File: src/tdss_pkg.sv
// Package for the two-digit segment serialiser: constants, payload types and
// the segment table. No dependencies.
package tdss_pkg;

  localparam int unsigned FrameBits = 16;
  localparam int unsigned CntW      = $clog2(FrameBits);
  localparam int unsigned ValueW    = 16;
  localparam int unsigned QuotW     = 13;  // 65535 / 10 = 6553
  localparam int unsigned DigitW    = 4;

  // x / 10 == (x * 52429) >> 19 holds for every x below 2**16.
  localparam logic [15:0] DivTenMul   = 16'd52429;
  localparam int unsigned DivTenShift = 19;

  localparam logic [7:0] SelTens = 8'hFE;
  localparam logic [7:0] SelOnes = 8'hFD;

  typedef struct packed {
    logic [QuotW-1:0]  quot;  // value / 10
    logic [DigitW-1:0] ones;  // value % 10
  } tdss_split_t;

  // Segment pattern, bit 0 = segment a up to bit 6 = segment g, active high.
  function automatic logic [7:0] seg_pattern(input logic [DigitW-1:0] digit);
    logic [7:0] pat;
    unique case (digit)
      4'd0:    pat = 8'h3f;
      4'd1:    pat = 8'h06;
      4'd2:    pat = 8'h5b;
      4'd3:    pat = 8'h4f;
      4'd4:    pat = 8'h66;
      4'd5:    pat = 8'h6d;
      4'd6:    pat = 8'h7d;
      4'd7:    pat = 8'h07;
      4'd8:    pat = 8'h7f;
      4'd9:    pat = 8'h6f;
      default: pat = 8'h00;
    endcase
    return pat;
  endfunction

endpackage

File: src/tdss_if.sv
// Handshake interfaces for the value requests and the serial-bit results.
// Depends on tdss_pkg for field widths.
interface tdss_in_if;
  logic                          valid;
  logic                          ready;
  logic [tdss_pkg::ValueW-1:0]   value;

  modport source (output valid, output value, input ready);
  modport sink   (input valid, input value, output ready);
endinterface

interface tdss_out_if;
  logic valid;
  logic ready;
  logic serial_bit;
  logic latch_after;

  modport source (output valid, output serial_bit, output latch_after, input ready);
  modport sink   (input valid, input serial_bit, input latch_after, output ready);
endinterface

File: src/tdss_input_stage.sv
// Input register: takes a request and stores value / 10 and value % 10.
// Depends on tdss_pkg and tdss_if.
module tdss_input_stage (
  input  logic                  clk_i,
  input  logic                  rst_ni,
  tdss_in_if.sink               req_i,
  input  logic                  take_i,
  output logic                  valid_o,
  output tdss_pkg::tdss_split_t data_o
);

  logic                         valid_q;
  tdss_pkg::tdss_split_t        data_q;
  tdss_pkg::tdss_split_t        data_d;
  logic [31:0]                  prod;
  logic [tdss_pkg::ValueW-1:0]  rem;

  assign req_i.ready = !valid_q || take_i;

  always_comb begin
    prod        = 32'(req_i.value) * 32'(tdss_pkg::DivTenMul);
    data_d.quot = prod[tdss_pkg::DivTenShift +: tdss_pkg::QuotW];
    rem         = req_i.value - (16'(data_d.quot) * 16'd10);
    data_d.ones = rem[tdss_pkg::DigitW-1:0];
  end

  always_ff @(posedge clk_i or negedge rst_ni) begin
    if (!rst_ni) begin
      valid_q <= 1'b0;
    end else if (req_i.valid && req_i.ready) begin
      valid_q <= 1'b1;
    end else if (take_i) begin
      valid_q <= 1'b0;
    end
  end

  always_ff @(posedge clk_i) begin
    if (req_i.valid && req_i.ready) begin
      data_q <= data_d;
    end
  end

  assign valid_o = valid_q;
  assign data_o  = data_q;

endmodule

File: src/tdss_frame_shifter.sv
// Digit choice, frame build and the 16-bit output shift register.
// Depends on tdss_pkg and tdss_if.
module tdss_frame_shifter (
  input  logic                  clk_i,
  input  logic                  rst_ni,
  input  logic                  valid_i,
  input  tdss_pkg::tdss_split_t data_i,
  output logic                  take_o,
  tdss_out_if.source            res_o
);

  logic [tdss_pkg::FrameBits-1:0] frame_q;
  logic [tdss_pkg::FrameBits-1:0] frame_d;
  logic [tdss_pkg::CntW-1:0]      cnt_q;
  logic                           busy_q;
  logic                           tens_turn_q;
  logic [28:0]                    prod;
  logic [9:0]                     quot2;
  logic [tdss_pkg::QuotW-1:0]     rem;
  logic [tdss_pkg::DigitW-1:0]    digit;
  logic                           last;
  logic                           pop;
  logic                           load;

  always_comb begin
    // Tens digit is (value / 10) % 10, taken from the stored quotient.
    prod    = 29'(data_i.quot) * 29'(tdss_pkg::DivTenMul);
    quot2   = prod[tdss_pkg::DivTenShift +: 10];
    rem     = data_i.quot - (13'(quot2) * 13'd10);
    digit   = tens_turn_q ? rem[tdss_pkg::DigitW-1:0] : data_i.ones;
    frame_d = {(tens_turn_q ? tdss_pkg::SelTens : tdss_pkg::SelOnes),
               tdss_pkg::seg_pattern(digit)};
  end

  assign last   = (cnt_q == tdss_pkg::CntW'(tdss_pkg::FrameBits - 1));
  assign pop    = busy_q && res_o.ready;
  assign load   = valid_i && (!busy_q || (pop && last));
  assign take_o = load;

  always_ff @(posedge clk_i or negedge rst_ni) begin
    if (!rst_ni) begin
      busy_q      <= 1'b0;
      cnt_q       <= '0;
      tens_turn_q <= 1'b1;
    end else if (load) begin
      busy_q      <= 1'b1;
      cnt_q       <= '0;
      tens_turn_q <= !tens_turn_q;
    end else if (pop) begin
      cnt_q <= cnt_q + 1'b1;
      if (last) begin
        busy_q <= 1'b0;
      end
    end
  end

  always_ff @(posedge clk_i) begin
    if (load) begin
      frame_q <= frame_d;
    end else if (pop) begin
      frame_q <= {frame_q[tdss_pkg::FrameBits-2:0], 1'b0};
    end
  end

  assign res_o.valid       = busy_q;
  assign res_o.serial_bit  = frame_q[tdss_pkg::FrameBits-1];
  assign res_o.latch_after = last;

endmodule

File: src/two_digit_segment_serializer.sv
// Top level of the two-digit segment serialiser.
// Depends on tdss_pkg, tdss_if, tdss_input_stage and tdss_frame_shifter.
//
//   Port    Direction  Handshake    Payload
//   req_i   in         valid/ready  value[15:0]
//   res_o   out        valid/ready  serial_bit, latch_after
//
// Each request yields 16 results, one per cycle while res_o.ready is high,
// frame MSB first; latch_after marks the sixteenth. The shift register sets
// the rate of requests. A second request waits in the input register, and
// moves into the shift register in the cycle the last bit goes.
// Reset is asynchronous, active low, and makes the first frame a tens frame.
// A stall on res_o holds the current bit and backs up into req_i.ready.
module two_digit_segment_serializer (
  input  logic       clk_i,
  input  logic       rst_ni,
  tdss_in_if.sink    req_i,
  tdss_out_if.source res_o
);

  logic                  stage_valid;
  logic                  stage_take;
  tdss_pkg::tdss_split_t stage_data;

  tdss_input_stage u_input_stage (
    .clk_i   (clk_i),
    .rst_ni  (rst_ni),
    .req_i   (req_i),
    .take_i  (stage_take),
    .valid_o (stage_valid),
    .data_o  (stage_data)
  );

  tdss_frame_shifter u_frame_shifter (
    .clk_i   (clk_i),
    .rst_ni  (rst_ni),
    .valid_i (stage_valid),
    .data_i  (stage_data),
    .take_o  (stage_take),
    .res_o   (res_o)
  );

endmodule

File: src/flat_wrapper.sv
// flat-port wrapper written by rule: the top's interface ports become plain ports
module two_digit_segment_serializer_flat 
  (clk_i, rst_ni, req_i_valid, req_i_value, req_i_ready, res_o_valid, res_o_serial_bit, res_o_latch_after, res_o_ready);
  tdss_in_if req_i_i ();
  tdss_out_if res_o_i ();
  input  logic clk_i;
  input  logic rst_ni;
  input wire logic [$bits(req_i_i.valid)-1:0] req_i_valid;
  input wire logic [$bits(req_i_i.value)-1:0] req_i_value;
  output wire logic [$bits(req_i_i.ready)-1:0] req_i_ready;
  output wire logic [$bits(res_o_i.valid)-1:0] res_o_valid;
  output wire logic [$bits(res_o_i.serial_bit)-1:0] res_o_serial_bit;
  output wire logic [$bits(res_o_i.latch_after)-1:0] res_o_latch_after;
  input wire logic [$bits(res_o_i.ready)-1:0] res_o_ready;
  assign req_i_i.valid = req_i_valid;
  assign req_i_i.value = req_i_value;
  assign req_i_ready = req_i_i.ready;
  assign res_o_valid = res_o_i.valid;
  assign res_o_serial_bit = res_o_i.serial_bit;
  assign res_o_latch_after = res_o_i.latch_after;
  assign res_o_i.ready = res_o_ready;
  two_digit_segment_serializer u_core (.clk_i(clk_i), .rst_ni(rst_ni), .req_i(req_i_i), .res_o(res_o_i));
endmodule
File: config.mk
export PLATFORM = sky130hd
export DESIGN_NAME = two_digit_segment_serializer_flat
export DESIGN_NICKNAME = d
export VERILOG_FILES = /design/src/tdss_pkg.sv /design/src/tdss_if.sv /design/src/tdss_input_stage.sv /design/src/tdss_frame_shifter.sv /design/src/two_digit_segment_serializer.sv /design/src/flat_wrapper.sv
export SDC_FILE = /design/constraint.sdc
export NUM_CORES = 1
export LEC_CHECK = 0
export CAP_MARGIN = 30
export CELL_PAD_IN_SITES_DETAIL_PLACEMENT = 1
export CELL_PAD_IN_SITES_GLOBAL_PLACEMENT = 1
export CORE_ASPECT_RATIO = 0.5
export CORE_UTILIZATION = 48
export CTS_BUF_LIST = sky130_fd_sc_hd__clkbuf_8
export CTS_CLUSTER_DIAMETER = 40
export DETAILED_ROUTE_END_ITERATION = 7
export DONT_BUFFER_PORTS = 1
export MAX_ROUTING_LAYER = met4
export PLACE_DENSITY_LB_ADDON = 0.1
export SYNTH_ARGS = -nofsm -noshare
export SYNTH_HDL_FRONTEND = slang
export SYNTH_SLANG_ARGS = --single-unit
export TNS_END_PERCENT = 1
File: constraint.sdc
create_clock -name clk_i -period 6.65 [get_ports clk_i]
set_input_delay 0.9975 -clock clk_i [delete_from_list [all_inputs] [get_ports clk_i]]
set_output_delay 0.9975 -clock clk_i [all_outputs]
set_load 0.05 [all_outputs]
==> impl_metrics.yaml <==
logic_synthesis:
  netlist-cell-type-count: 54
  synth_area_per_cell_um2: 10.4
  syn_area_um2: 8460
  synth.yosys.warnings: 0
  syn_nets: 1161
  synth-async-reset-ratio: 0.175
  postSynthCellCount: 814
  yosys-top-cells-area: "sky130_fd_sc_hd__fa_1 (30%), sky130_fd_sc_hd__ha_1 (30%), sky130_fd_sc_hd__edfxtp_1 (12%), sky130_fd_sc_hd__inv_1 (11%), sky130_fd_sc_hd__xnor2_1 (2.3%)"
  synth.yosys.seq_area_share: 0.138
  synth_edf_count: 33
  synthDominantAreaCellType: "sky130_fd_sc_hd__fa_1"
  synth_largest_type_area_fraction: 0.301
  yosys_register_bits: 40
  yosys_most_used_dff: "sky130_fd_sc_hd__edfxtp_1"
layout:
  finalNetCount: 1203
  area.growth.synth_to_final_pct: 9.10
  most-common-layout-cells: "sky130_fd_sc_hd__inv_1 (252), sky130_fd_sc_hd__ha_1 (196), sky130_fd_sc_hd__fa_1 (125)"
  antenna-diode-count: 0
  layout.cells.most_common: "sky130_fd_sc_hd__inv_1"
  final_core_utilization: 0.549
  final_cell_count_no_fill: 1084
  post_route_cells_drive_above_1_share: 0.0945
drt:
  drt-initial-drc-count: 162
  drt.antenna.violating_nets: 0
  firstDrtPassIters: 4
  postRouteWirelength_um: 19500
  drt-vias-per-instance: 5.06
  dr_total_vias: 5484
  avgRoutedWirePerCell_um: 18.0
  route.detailed.drc: 0
timing:
  finalHoldViolations: 0
  setup_repair_after_global_routing_missed_its_margin: "true"
  post-route-worst-setup-slack_ns: 0.175
  fmaxAchievable_mhz: 154
  slew_violations: 0
  period_needed_ns: 6.48
  slew_headroom: 0.479
  worst_slew_pin_slew_ns: 0.780
  final_min_period_over_clock_period: 0.974
  setup_viol: 0
  clk_skew_ns: 0.0112
critical_path:
  timing.critical_path.required_ns: 6.68
  path_buf_inv: 6
  crit-reg2reg-launch: "u_core.u_input_stage.data_o[12]$_DFFE_PP_"
  capturing_instance_or_port_of_the_critical_path: "u_core.u_frame_shifter.frame_q[3]$_DFFE_PP_"
  cp_top_family: "adder cells"
  slowest_delay_ns: 0.58
  rr_endpoint: "u_core.u_frame_shifter.frame_q[3]$_DFFE_PP_"
  timing.critical_path.to_type: "register"
  worstSetupPathType: "register to register"
  worstPathArrival_ns: 6.51
  regToRegSetupSlack_ns: 0.17
  worst_path_most_repeated_cell: "sky130_fd_sc_hd__fa_1"
  critical_path.startpoint_type: "register"
  critical_path_cell_count: 26
  critPathLaunch: "u_core.u_input_stage.data_o[12]$_DFFE_PP_"
  critPathSlowestCell: "sky130_fd_sc_hd__fa_1"
  worst-path-max-fanout: 4
  rr_worst_depth: 26
clocking:
  cts_buffers: 5
  clk_pin_slew_worst_paths_ns: 0.09
  cts_tree: "yes"
  clock_tree.buffer_depth: 2
  tritoncts_num_sinks: 40
  clock_insertion_delay_worst_skew_ns: 0.30
  ctsRootBufferMaster: "sky130_fd_sc_hd__clkbuf_8"
  hold_buffers: 0
  h-tree-depth: 2
global_route:
  grt_max_degree: 25
  antenna_found_initial: 0
  grt.overflow.total: 0
  global_route_wire_length_before_repair_um: 31900
  vias_in_the_first_global_route: 6155
  grt_usage: 0.240
floorplanning:
  io_pins: 24
  chipWidth_um: 190
  rows: 33
  initial_utilization: 0.503
  floorplan.die.height_um: 95.9
  floorplan.die_area_um2: 18200
  core-area_um2: 16800
outcome:
  outcome: "completed"
place:
  dpl_worst_slack_ns: -0.142
  port-buffer-count: 0
  dp_hpwl_um: 17500
  dpl.cell_count: 1074
  gpl.final_weighted_congestion: 0.880
hold_path:
  min-delay-path-class: "input port to asynchronous set/reset pin"
run:
  max_cap_violations: 0
layer usage:
| metal | part of all wire | vias up | track usage |
|---|---|---|---|
| li1 | - | 2642 | - |
| met1 | 0.49 | 2755 | 0.319 |
| met2 | 0.46 | 72 | 0.397 |
| met3 | 0.039 | 15 | 0.0361 |
| met4 | 0.012 | 0 | 0.0423 |
| met5 | 0 | - | - |
how the worst min path moves through the flow:
stage,slack (ns),cells after the start,start,end
after global routing,0.36,0,rst_ni,u_core.u_frame_shifter.cnt_q[0]$_DFFE_PN0P_
after global placement,0.49,1,u_core.u_frame_shifter.frame_q[10]$_SDFFCE_PP1P_,u_core.u_frame_shifter.frame_q[11]$_SDFFCE_PP1P_
after detailed placement,0.49,1,u_core.u_frame_shifter.frame_q[9]$_DFFE_PP_,u_core.u_frame_shifter.frame_q[10]$_SDFFCE_PP1P_
final,0.37,0,rst_ni,u_core.u_input_stage.valid_o$_DFFE_PN0P_
after CTS,0.36,0,rst_ni,u_core.u_input_stage.valid_o$_DFFE_PN0P_
after floorplan,0.48,2,u_core.u_frame_shifter.cnt_q[1]$_DFFE_PN0P_,u_core.u_frame_shifter.cnt_q[1]$_DFFE_PN0P_
what timing repair did:
| item | CTS | global route |
|---|---|---|
| setup buffers | 0 | 2 |
| gates resized for setup | 0 | 20 |
| endpoints found under the setup margin | 0 | 8 |
kinds of logic after synthesis:
| logic type | after synthesis | synth area share |
|---|---|---|
| fa+ha+maj | 327 | 0.597 |
| buf+inv | 260 | 0.115 |
| simple gates | 86 | 0.0519 |
| compound gates | 64 | 0.0562 |
| flops | 40 | 0.138 |
| xor+xnor | 31 | 0.0337 |
| mux | 6 | 0.00814 |
sequential cells by signal (all words and copies together) (netlist names):
name and count:
u_core.u_frame_shifter.cnt_q 4, u_core.u_frame_shifter.tens_turn_q 1, u_core.u_input_stage.data_o 17, u_core.u_frame_shifter.frame_q 16, u_core.u_input_stage.valid_o 1, u_core.u_frame_shifter.res_o.valid 1
Yosys cell counts, types with 2 or more instances:
| master | n |
|---|---|
| sky130_fd_sc_hd__mux2i_1 | 3 |
| sky130_fd_sc_hd__o21ai_0 | 11 |
| sky130_fd_sc_hd__and3_1 | 2 |
| sky130_fd_sc_hd__or2_2 | 3 |
| sky130_fd_sc_hd__nor2_1 | 18 |
| sky130_fd_sc_hd__a21o_1 | 4 |
| sky130_fd_sc_hd__edfxtp_1 | 33 |
| sky130_fd_sc_hd__dfrtp_1 | 6 |
| sky130_fd_sc_hd__o211ai_1 | 3 |
| sky130_fd_sc_hd__o311ai_1 | 3 |
| sky130_fd_sc_hd__clkbuf_1 | 3 |
| sky130_fd_sc_hd__ha_1 | 200 |
| sky130_fd_sc_hd__o21ai_1 | 2 |
| sky130_fd_sc_hd__a21oi_1 | 17 |
| sky130_fd_sc_hd__and2_1 | 3 |
| sky130_fd_sc_hd__inv_1 | 256 |
| sky130_fd_sc_hd__mux2i_2 | 2 |
| sky130_fd_sc_hd__fa_1 | 127 |
| sky130_fd_sc_hd__a211oi_1 | 5 |
| sky130_fd_sc_hd__nor3_1 | 5 |
| sky130_fd_sc_hd__and4_1 | 2 |
| sky130_fd_sc_hd__nand2_1 | 24 |
| sky130_fd_sc_hd__nand4_1 | 6 |
| sky130_fd_sc_hd__nor2b_1 | 4 |
| sky130_fd_sc_hd__a21boi_0 | 3 |
| sky130_fd_sc_hd__xor2_1 | 8 |
| sky130_fd_sc_hd__nand2b_1 | 10 |
| sky130_fd_sc_hd__nand3_1 | 2 |
| sky130_fd_sc_hd__xnor2_1 | 22 |
| sky130_fd_sc_hd__nor2_2 | 2 |
| sky130_fd_sc_hd__a221o_1 | 2 |
per-stage QoR:
stage	hold WS [ns]	setup TNS, ns	instance area, µm²
after detailed placement	0.491	-0.142	9000
after CTS	0.362	0	9110
final	0.373	0	9230
after global placement	0.487	0	9000
after global routing	0.355	-0.310	9230
after floorplan	0.476	0	8460
layout make-up:
| cell class | instances | area, µm² |
|---|---|---|
| multi-input cells | 514 | 6410 |
| well taps | 227 | 284 |
| inverters | 257 | 965 |
| repair buffers | 38 | 285 |
| flip-flops and latches | 40 | 1170 |
| clock inverters | 3 | 46.3 |
| clock buffers | 5 | 68.8 |
| fillers | 1826 | 7580 |
Power is not shown: default switching activity piles up to over one toggle a cycle in this logic, so the estimate is an artifact.
